$ cat config.mk
export PLATFORM = sky130hd
export DESIGN_NAME = cascaded_pid_motor_current
export DESIGN_NICKNAME = d
export VERILOG_FILES = /design/src/rtl/core/cpmc_pkg.sv /design/src/rtl/core/cpmc_mac.sv /design/src/rtl/core/cascaded_pid_motor_current.sv
export VERILOG_INCLUDE_DIRS = /design/src /design/src/rtl/core
export SDC_FILE = /design/constraint.sdc
export NUM_CORES = 2
export LEC_CHECK = 0
export BUFFER_PORTS_ARGS = -buffer_cell sky130_fd_sc_hd__buf_2
export CAP_MARGIN = 30
export CELL_PAD_IN_SITES_DETAIL_PLACEMENT = 0
export CELL_PAD_IN_SITES_GLOBAL_PLACEMENT = 1
export CORE_MARGIN = 4
export CORE_UTILIZATION = 45
export CTS_BUF_LIST = sky130_fd_sc_hd__clkbuf_8
export DETAILED_ROUTE_END_ITERATION = 12
export HOLD_SLACK_MARGIN = 0.05
export PLACE_DENSITY = 0.84
export SLEW_MARGIN = 25
export SYNTH_ARGS = -nofsm -noshare
export SYNTH_HDL_FRONTEND = slang
export SYNTH_HIERARCHICAL = 1
export SYNTH_SLANG_ARGS = --single-unit
$ cat constraint.sdc
create_clock -name i_clk -period 7.25 [get_ports i_clk]
set_clock_uncertainty 0.2 [all_clocks]
set_input_delay 0.725 -clock i_clk [delete_from_list [all_inputs] [get_ports i_clk]]
set_output_delay 0.725 -clock i_clk [all_outputs]
set_load 0.02 [all_outputs]
$ cat src/rtl/core/cascaded_pid_motor_current_assert.svh
// Assertion macros for the cascaded PID current controller
`ifndef CASCADED_PID_MOTOR_CURRENT_ASSERT_SVH
`define CASCADED_PID_MOTOR_CURRENT_ASSERT_SVH
// implication checked on every edge out of reset
`define CPMC_ASSERT_IMP(label, clk, rst_n, ante, cons) \
    label: assert property (@(posedge clk) disable iff (!rst_n) (ante) |-> (cons)) \
        else $error("assertion failed");
// implication with the consequent in the following cycle
`define CPMC_ASSERT_NEXT(label, clk, rst_n, ante, cons) \
    label: assert property (@(posedge clk) disable iff (!rst_n) (ante) |=> (cons)) \
        else $error("assertion failed");
`endif

$ cat src/rtl/core/cpmc_pkg.sv
// Shared types and constants for the cascaded PID current controller
package cpmc_pkg;
    localparam logic [1:0] OP_POSITION = 2'd0;
    localparam logic [1:0] OP_SPEED    = 2'd1;
    localparam logic [1:0] OP_DIRECT   = 2'd2;
    localparam logic [1:0] OP_UNUSED   = 2'd3;

    localparam logic [2:0] REG_SPEED_KP     = 3'd0;
    localparam logic [2:0] REG_SPEED_KI     = 3'd1;
    localparam logic [2:0] REG_SPEED_KD     = 3'd2;
    localparam logic [2:0] REG_POSITION_KP  = 3'd3;
    localparam logic [2:0] REG_POSITION_KI  = 3'd4;
    localparam logic [2:0] REG_POSITION_KD  = 3'd5;
    localparam logic [2:0] REG_SPEED_SEP    = 3'd6;
    localparam logic [2:0] REG_POSITION_SEP = 3'd7;

    localparam int CFG_DATA_W = 31;
    localparam int GAIN_W     = 16;
    // multiplicand width for the serial multiplier and the accumulator
    localparam int MAC_W  = 42;
    localparam int ACC_W  = 60;
endpackage

$ cat src/rtl/core/cpmc_mac.sv
// Bit-serial multiply-accumulate: one gain bit per cycle
module cpmc_mac
    import cpmc_pkg::*;
(
    input  logic                     i_clk,
    input  logic                     i_rst_n,
    input  logic                     i_start,
    input  logic                     i_clear,
    input  logic signed [MAC_W-1:0]  i_a,
    input  logic [GAIN_W-1:0]        i_gain,
    output logic                     o_done,
    output logic signed [ACC_W-1:0]  o_acc
);
    logic signed [ACC_W-1:0] r_acc, n_acc;
    logic signed [ACC_W-1:0] r_a;
    logic [GAIN_W-1:0]       r_g;
    logic [4:0]              r_cnt;
    logic                    r_busy, r_done;

    always_comb begin
        n_acc = r_acc;
        if (r_g[0]) n_acc = r_acc + r_a;
    end

    always_ff @(posedge i_clk) begin
        if (!i_rst_n) begin
            r_busy <= 1'b0;
            r_done <= 1'b0;
            r_cnt  <= '0;
            r_acc  <= '0;
        end else begin
            r_done <= !i_start && r_busy && (r_cnt == 5'd1);
            if (i_start) begin
                r_busy <= 1'b1;
                r_cnt  <= 5'(GAIN_W);
                r_a    <= ACC_W'(i_a);
                r_g    <= i_gain;
                if (i_clear) r_acc <= '0;
            end else if (r_busy) begin
                r_acc <= n_acc;
                r_a   <= r_a <<< 1;
                r_g   <= r_g >> 1;
                r_cnt <= r_cnt - 5'd1;
                if (r_cnt == 5'd1) r_busy <= 1'b0;
            end
        end
    end

    assign o_done = r_done;
    assign o_acc  = r_acc;
endmodule

$ cat src/rtl/core/cascaded_pid_motor_current.sv
// Top level of the cascaded position/speed PID current controller.
// From input transfer to o_valid, direct mode and dropped items go straight to the output; the
// speed loop runs a serial decay divide, then three 16-bit serial products, and the position
// cascade runs six products with the divide hidden behind them.
// One item in flight; the next input is accepted only once the result has been taken.
// Reset (synchronous, active low) clears gains, integrators and last errors.
`include "cascaded_pid_motor_current_assert.svh"
module cascaded_pid_motor_current
    import cpmc_pkg::*;
#(
    parameter int MOTORS = 8,
    parameter int CURRENT_LIMIT_RAW = 10000,
    parameter int SPEED_INTEGRAL_LIMIT = 1048576,
    parameter int POSITION_INTEGRAL_LIMIT = 1048576
) (
    input  logic                  i_clk,
    input  logic                  i_rst_n,
    input  logic                  i_cfg_we,
    input  logic [2:0]            i_cfg_index,
    input  logic [CFG_DATA_W-1:0] i_cfg_data,
    input  logic                  i_valid,
    output logic                  o_ready,
    input  logic [1:0]            i_op,
    input  logic [2:0]            i_motor_index,
    input  logic signed [31:0]    i_target_position,
    input  logic signed [31:0]    i_feedback_position,
    input  logic signed [23:0]    i_target_speed,
    input  logic signed [23:0]    i_feedback_speed,
    input  logic signed [15:0]    i_target_current,
    output logic                  o_valid,
    input  logic                  i_ready,
    output logic [2:0]            o_motor_index_res,
    output logic signed [14:0]    o_current_command
);
    localparam int MI_W = (MOTORS > 1) ? $clog2(MOTORS) : 1;
    localparam logic signed [ACC_W-1:0] CLIM = ACC_W'(CURRENT_LIMIT_RAW);
    localparam logic signed [41:0] PLIM = 42'(POSITION_INTEGRAL_LIMIT);
    localparam logic signed [41:0] SLIM = 42'(SPEED_INTEGRAL_LIMIT);

    // configuration registers
    logic [15:0] r_skp, r_ski, r_skd, r_pkp, r_pki, r_pkd;
    logic [22:0] r_ssep;
    logic [30:0] r_psep;

    always_ff @(posedge i_clk) begin
        if (!i_rst_n) begin
            r_skp <= '0; r_ski <= '0; r_skd <= '0;
            r_pkp <= '0; r_pki <= '0; r_pkd <= '0;
            r_ssep <= 23'h7FFFFF;
            r_psep <= 31'h7FFFFFFF;
        end else if (i_cfg_we) begin
            unique case (i_cfg_index)
                REG_SPEED_KP:     r_skp  <= i_cfg_data[15:0];
                REG_SPEED_KI:     r_ski  <= i_cfg_data[15:0];
                REG_SPEED_KD:     r_skd  <= i_cfg_data[15:0];
                REG_POSITION_KP:  r_pkp  <= i_cfg_data[15:0];
                REG_POSITION_KI:  r_pki  <= i_cfg_data[15:0];
                REG_POSITION_KD:  r_pkd  <= i_cfg_data[15:0];
                REG_SPEED_SEP:    r_ssep <= i_cfg_data[22:0];
                REG_POSITION_SEP: r_psep <= i_cfg_data[30:0];
                default: ;
            endcase
        end
    end

    // per-motor loop state, flip-flops indexed by motor
    logic signed [31:0] r_sint [MOTORS];
    logic signed [39:0] r_pint [MOTORS];
    logic signed [24:0] r_lse  [MOTORS];
    logic signed [32:0] r_lpe  [MOTORS];

    typedef enum logic [3:0] {
        S_IDLE, S_PERR, S_PMUL, S_PFIN, S_SERR, S_SMUL, S_SFIN, S_OUT
    } t_state;

    t_state r_state;
    logic [2:0]  r_mi;
    logic [MI_W-1:0] r_m;
    logic signed [23:0] r_fs;
    logic signed [32:0] r_ep;
    logic signed [24:0] r_es;
    logic signed [23:0] r_st;
    logic signed [39:0] r_pi_new;
    logic signed [31:0] r_si_new;
    logic [1:0]  r_term;
    logic        r_ovalid;
    logic signed [14:0] r_cur;
    logic        r_pend;

    // serial divide by 5 for the speed integrator decay
    logic [32:0] r_dq;
    logic [2:0]  r_drem;
    logic [5:0]  r_dcnt;
    logic        r_dneg;
    logic        w_dstart;
    logic [3:0]  w_dtry;
    logic signed [31:0] w_sint_in;
    logic [32:0] w_sint_mag;

    // multiplier operand and gain selection
    logic signed [MAC_W-1:0] w_a;
    logic [GAIN_W-1:0]       w_g;
    logic                    w_start, w_clear, w_done;
    logic signed [ACC_W-1:0] w_acc;
    logic                    w_pos;

    assign w_pos = (r_state == S_PMUL);

    always_comb begin
        logic signed [41:0] cl;
        if (w_pos) cl = (42'(r_pi_new) > PLIM) ? PLIM :
                        (42'(r_pi_new) < -PLIM) ? -PLIM : 42'(r_pi_new);
        else       cl = (42'(r_si_new) > SLIM) ? SLIM :
                        (42'(r_si_new) < -SLIM) ? -SLIM : 42'(r_si_new);
        unique case (r_term)
            2'd0: begin
                w_a = w_pos ? 42'(r_ep) : 42'(r_es);
                w_g = w_pos ? r_pkp : r_skp;
            end
            2'd1: begin
                w_a = cl;
                w_g = w_pos ? r_pki : r_ski;
            end
            default: begin
                w_a = w_pos ? 42'(r_ep) - 42'(r_lpe[r_m]) : 42'(r_es) - 42'(r_lse[r_m]);
                w_g = w_pos ? r_pkd : r_skd;
            end
        endcase
    end

    assign w_start = (r_state == S_PMUL || r_state == S_SMUL) && r_pend;
    assign w_clear = (r_term == 2'd0);

    cpmc_mac u_mac (
        .i_clk  (i_clk),
        .i_rst_n(i_rst_n),
        .i_start(w_start),
        .i_clear(w_clear),
        .i_a    (w_a),
        .i_gain (w_g),
        .o_done (w_done),
        .o_acc  (w_acc)
    );

    logic signed [ACC_W-1:0] w_fl;
    assign w_fl = w_acc >>> 8;

    logic signed [25:0] w_es_abs;
    logic signed [33:0] w_ep_abs;
    logic signed [40:0] w_pi_abs;
    logic signed [32:0] w_sint_sum;
    logic signed [31:0] w_dec;

    assign w_ep_abs = r_ep[32] ? -34'(r_ep) : 34'(r_ep);
    assign w_es_abs = r_es[24] ? -26'(r_es) : 26'(r_es);
    assign w_pi_abs = r_pint[r_m][39] ? -41'(r_pint[r_m]) : 41'(r_pint[r_m]);
    assign w_sint_sum = 33'(r_sint[r_m]) + 33'(r_es);

    // 0.4 decay: |2x|/5 one quotient bit per cycle, sign put back after (toward zero).
    // Started at the input transfer; the speed integral does not move before it is used.
    assign w_dstart = (r_state == S_IDLE) && i_valid && !r_ovalid &&
                      (32'(i_motor_index) < MOTORS);
    assign w_sint_in = r_sint[MI_W'(i_motor_index)];
    assign w_sint_mag = w_sint_in[31] ? -33'(w_sint_in) : 33'(w_sint_in);
    assign w_dtry = {r_drem, r_dq[32]};
    assign w_dec = r_dneg ? -32'(r_dq) : 32'(r_dq);

    always_ff @(posedge i_clk) begin
        if (!i_rst_n) begin
            r_dq   <= '0;
            r_drem <= '0;
            r_dcnt <= '0;
            r_dneg <= 1'b0;
        end else if (w_dstart) begin
            r_dq   <= {w_sint_mag[31:0], 1'b0};
            r_drem <= '0;
            r_dcnt <= 6'd33;
            r_dneg <= w_sint_in[31];
        end else if (r_dcnt != 6'd0) begin
            r_dcnt <= r_dcnt - 6'd1;
            if (w_dtry >= 4'd5) begin
                r_drem <= 3'(w_dtry - 4'd5);
                r_dq   <= {r_dq[31:0], 1'b1};
            end else begin
                r_drem <= w_dtry[2:0];
                r_dq   <= {r_dq[31:0], 1'b0};
            end
        end
    end

    always_ff @(posedge i_clk) begin
        if (!i_rst_n) begin
            r_state  <= S_IDLE;
            r_ovalid <= 1'b0;
            r_pend   <= 1'b0;
            r_term   <= '0;
            for (int k = 0; k < MOTORS; k++) begin
                r_sint[k] <= '0; r_pint[k] <= '0; r_lse[k] <= '0; r_lpe[k] <= '0;
            end
        end else begin
            if (r_ovalid && i_ready) r_ovalid <= 1'b0;
            unique case (r_state)
                S_IDLE: if (i_valid && !r_ovalid) begin
                    r_mi <= i_motor_index;
                    r_m  <= MI_W'(i_motor_index);
                    r_fs <= i_feedback_speed;
                    r_ep <= 33'(i_target_position) - 33'(i_feedback_position);
                    r_st <= i_target_speed;
                    if (32'(i_motor_index) >= MOTORS || i_op == OP_UNUSED) begin
                        r_cur <= '0;
                        r_state <= S_OUT;
                    end else if (i_op == OP_DIRECT) begin
                        r_cur <= (32'(i_target_current) > CURRENT_LIMIT_RAW) ?
                                 15'(CURRENT_LIMIT_RAW) :
                                 (32'(i_target_current) < -CURRENT_LIMIT_RAW) ?
                                 -15'(CURRENT_LIMIT_RAW) : 15'(i_target_current);
                        r_state <= S_OUT;
                    end else if (i_op == OP_POSITION) begin
                        r_state <= S_PERR;
                    end else begin
                        r_state <= S_SERR;
                    end
                end
                S_PERR: begin
                    if (w_ep_abs >= 34'(r_psep)) r_pi_new <= '0;
                    else if (w_pi_abs <= 41'(POSITION_INTEGRAL_LIMIT))
                        r_pi_new <= r_pint[r_m] + 40'(r_ep);
                    else r_pi_new <= r_pint[r_m];
                    r_term <= 2'd0;
                    r_pend <= 1'b1;
                    r_state <= S_PMUL;
                end
                S_PMUL, S_SMUL: begin
                    if (w_done && r_term == 2'd2) begin
                        r_pend <= 1'b0;
                        r_state <= (r_state == S_PMUL) ? S_PFIN : S_SFIN;
                    end else if (w_done) begin
                        r_term <= r_term + 2'd1;
                        r_pend <= 1'b1;
                    end else begin
                        r_pend <= 1'b0;
                    end
                end
                S_PFIN: begin
                    r_pint[r_m] <= r_pi_new;
                    r_lpe[r_m]  <= r_ep;
                    r_st <= (w_fl > 60'sd8388607) ? 24'sh7FFFFF :
                            (w_fl < -60'sd8388608) ? 24'sh800000 : 24'(w_fl);
                    r_state <= S_SERR;
                end
                // waits for the decay quotient before the speed products start
                S_SERR: if (r_dcnt == 6'd0) begin
                    r_es <= 25'(r_st) - 25'(r_fs);
                    r_state <= S_SMUL;
                    r_term <= 2'd0;
                    r_pend <= 1'b1;
                end
                S_SFIN: begin
                    r_sint[r_m] <= r_si_new;
                    r_lse[r_m]  <= r_es;
                    r_cur <= (w_fl > CLIM) ? 15'(CURRENT_LIMIT_RAW) :
                             (w_fl < -CLIM) ? -15'(CURRENT_LIMIT_RAW) : 15'(w_fl);
                    r_state <= S_OUT;
                end
                S_OUT: if (!r_ovalid) begin
                    r_ovalid <= 1'b1;
                    o_motor_index_res <= r_mi;
                    o_current_command <= r_cur;
                    r_state <= S_IDLE;
                end
                default: r_state <= S_IDLE;
            endcase
            // speed integral update computed once the error is registered
            if (r_state == S_SMUL && r_pend && r_term == 2'd0) begin
                if (w_es_abs >= 26'(r_ssep)) r_si_new <= w_dec;
                else if (w_sint_sum > 33'sh07FFFFFFF) r_si_new <= 32'sh7FFFFFFF;
                else if (w_sint_sum < -33'sh080000000) r_si_new <= 32'sh80000000;
                else r_si_new <= 32'(w_sint_sum);
            end
        end
    end

    assign o_ready = (r_state == S_IDLE) && !r_ovalid;
    assign o_valid = r_ovalid;

    `CPMC_ASSERT_IMP(a_ready_idle, i_clk, i_rst_n, o_ready, r_state == S_IDLE)
    `CPMC_ASSERT_NEXT(a_take_busy, i_clk, i_rst_n, i_valid && o_ready, !o_ready)
    `CPMC_ASSERT_IMP(a_cur_lim, i_clk, i_rst_n, o_valid,
        o_current_command <= 15'(CURRENT_LIMIT_RAW) &&
        o_current_command >= -15'(CURRENT_LIMIT_RAW))
endmodule
==> out/qor.txt <==
status: finished, final reports clean
Worst-path clk slew: 0.06 ns
post-route ant nets: 0
Post-synth EDFFs: 1330
total grt overflow: 0
Design Area, Final: 101000 um^2
Worst-Skew Late Latency: 1.06 ns
Yosys Warn Count: 6
Min-Delay Path Class: in -> reg
final hold vios: 0
TritonCTS Sinks: 1600
peak supply drop: 217 uV
WS Path Type: reg -> reg
final slew viol count: 0
largest net degree at the start of global routing: 96
Critical R2R Capture: u_mac/r_a[48]$_DFFE_PP_
Buffers on Ports: 191
drt wl/cell: 25.7 um
leading cell types by count after synthesis: edfxtp_1, and2_1, nand2_1, a21oi_1, clkbuf_1
Post-synth top flop: edfxtp_1
dpl ws: 0.967 ns
vias post-DR: 67500
I/O pin cnt: 192
leak pwr: 0.0387 uW
Worst Setup EP: u_mac/r_a[48]$_DFFE_PP_
Setup TNS: 0 ns
final wirelength: 283000 um
fin nets: 8669
synth top area cells: edfxtp_1, mux4_2, and2_1
hold_sp: i_target_position[3]
Synth area leader: edfxtp_1
Die X: 454 um
syn nets: 8381
cell area after synthesis: 89500 um^2
vias per inst: 6.12
GRT Total Usage: 0.269
CP required: 7.76 ns
Core Util, Final: 0.510
Starting Density: 0.453
Clock Tree Buf Depth: 4
largest fanout on the critical path: 64
CTS tree: built
Setup violations, final: 0
Rel. slew slack: 0.335
post-CTS setup buffer count: 0
CTS buffer count: 288
depth of the most critical reg-to-reg path: 17
Period Utilization, post-route: 0.863
chip height: 454 um
DP Area: 93600 um^2
CTS H-tree depth: 5
Final min period: 6.26 ns
DRT Pass-1 Iters: 6
post-cts hold buffer count: 156
post-cts sizing count: 0
die area: 206000 um^2
first-pass GRT wire length: 417000 um
DP HPWL: 186000 um
GP Congestion: 0.966
count of cell types in the netlist: 100
Synth async-reset ratio: 0
PwrDens: 287 nW/um^2
Syn Area/Cell: 11.3 um^2
reg2reg setup slack: 0.99 ns
proportion of layout cells with a drive suffix above 1: 0.152
arrival time at the worst endpoint: 6.77 ns
Max Clock Freq: 0.160 GHz
core area: 198000 um^2
endpoint class of the critical path: register
initial antenna violation count: 11
P&R area growth vs syn: 12.6%
sequential-to-total area share from yosys stat: 0.507
row cnt: 163
number of DRC markers after the initial detailed-route iteration: 8489
max_cap viols: 0
vias in the first global route: 65700
WHS: 0.102 ns
root buffer cell: clkbuf_8
top-area cell type share of the netlist area: 0.446
Post-Syn Instances: 7889
register bit total from synthesis: 1600
Residual DRC: 0
Startpoint Class: register
count leader, synth: edfxtp_1
RSZ-0062 raised after global routing: no
worst-margin pin slew: 0.998 ns
final worst setup slack: 0.994 ns
stage by stage:
step / instances / total power, uW
3_3_place_gp: 10400 / 20300
6_report: 11000 / 28900
5_1_grt: 11000 / 30200
2_1_floorplan: 7889 / 17600
4_1_cts: 11000 / 28700
3_5_place_dp: 10400 / 20500
metal layers:
layer | vias to the layer above | GRT usage | share of wire
li1 | 29700 | - | -
met1 | 33200 | 0.354 | 0.39
met2 | 3832 | 0.425 | 0.46
met3 | 735 | 0.0523 | 0.10
met4 | 6 | 0.134 | 0.055
met5 | - | 0 | 0.00016
cell families (layout without fill, tap and decap cells):
kind of cell,count (synthesis),after routing,synth area share
buf+inv,790,1276,0.0344
flops,1600,1600,0.507
mux,587,587,0.111
xor+xnor,305,305,0.0299
other cells,0,5,0
compound gates,1470,1470,0.107
fa+ha+maj,322,322,0.0456
simple gates,2815,2815,0.166
critical path: stages (launching register included):
cell	delay (ns)
dfxtp_4	0.78
buf_12	0.51
mux4_2	0.57
mux2i_1	0.17
ha_1	0.18
o21ai_0	0.12
a21boi_0	0.35
o211ai_1	0.17
a21oi_1	0.33
nor4_1	0.15
nor4_1	0.40
nor4_1	0.13
o31a_1	0.31
a2111oi_1	0.43
buf_4	0.24
nand2_1	0.12
nand2_1	0.50
o21ai_0	0.20
report_power, final:
| part | internal (uW) | switching, uW |
|---|---|---|
| logic | 3610 | 5630 |
| registers | 10700 | 668 |
| clock network | 4420 | 3830 |
registers in the layout, summed over array words and instances (netlist names), 25 cells and up, named ones only:
signal	cells
r_pint	320
r_lpe	264
r_sint	256
r_lse	200
u_mac/o_acc	60
u_mac/r_a	60
r_pi_new	40
r_dq	33
r_ep	33
r_si_new	32
r_psep	31
r_es	25
worst min path at each step:
stage                                            to  cells past startpoint
floorplan            o_current_command[0]$_DFFE_PP_                      0
global placement    o_current_command[11]$_DFFE_PP_                      0
detailed placement   o_current_command[8]$_DFFE_PP_                      0
CTS                              r_ep[19]$_DFFE_PP_                      4
global route                     r_ep[15]$_DFFE_PP_                      3
finish                            r_ep[3]$_DFFE_PP_                      4
area by class of cell:
| class | instances | area, um^2 |
|---|---|---|
| fill | 17000 | 96900 |
| inverter | 258 | 972 |
| tap | 2640 | 3300 |
| clock buffer | 299 | 4120 |
| antenna | 5 | 12.5 |
| sequential | 1600 | 45400 |
| timing repair buffer | 530 | 4300 |
| clock inverter | 189 | 1240 |
| multi-input combinational | 5499 | 41400 |
layout by cell type, fill, tap and decap left out, drive strengths merged, types with 110 or more instances in the layout:
| cell | instances |
|---|---|
| dfxtp | 270 |
| mux2i | 161 |
| nor2 | 344 |
| o21ai | 296 |
| inv | 340 |
| mux2 | 113 |
| dlygate4sd3 | 156 |
| a21oi | 432 |
| xnor2 | 212 |
| clkbuf | 299 |
| mux4 | 313 |
| nand2 | 704 |
| ha | 313 |
| buf | 374 |
| and2 | 1003 |
| edfxtp | 1330 |
| nor3 | 179 |
| a21o | 110 |
Note: power is estimated with default switching activity, not from simulation.
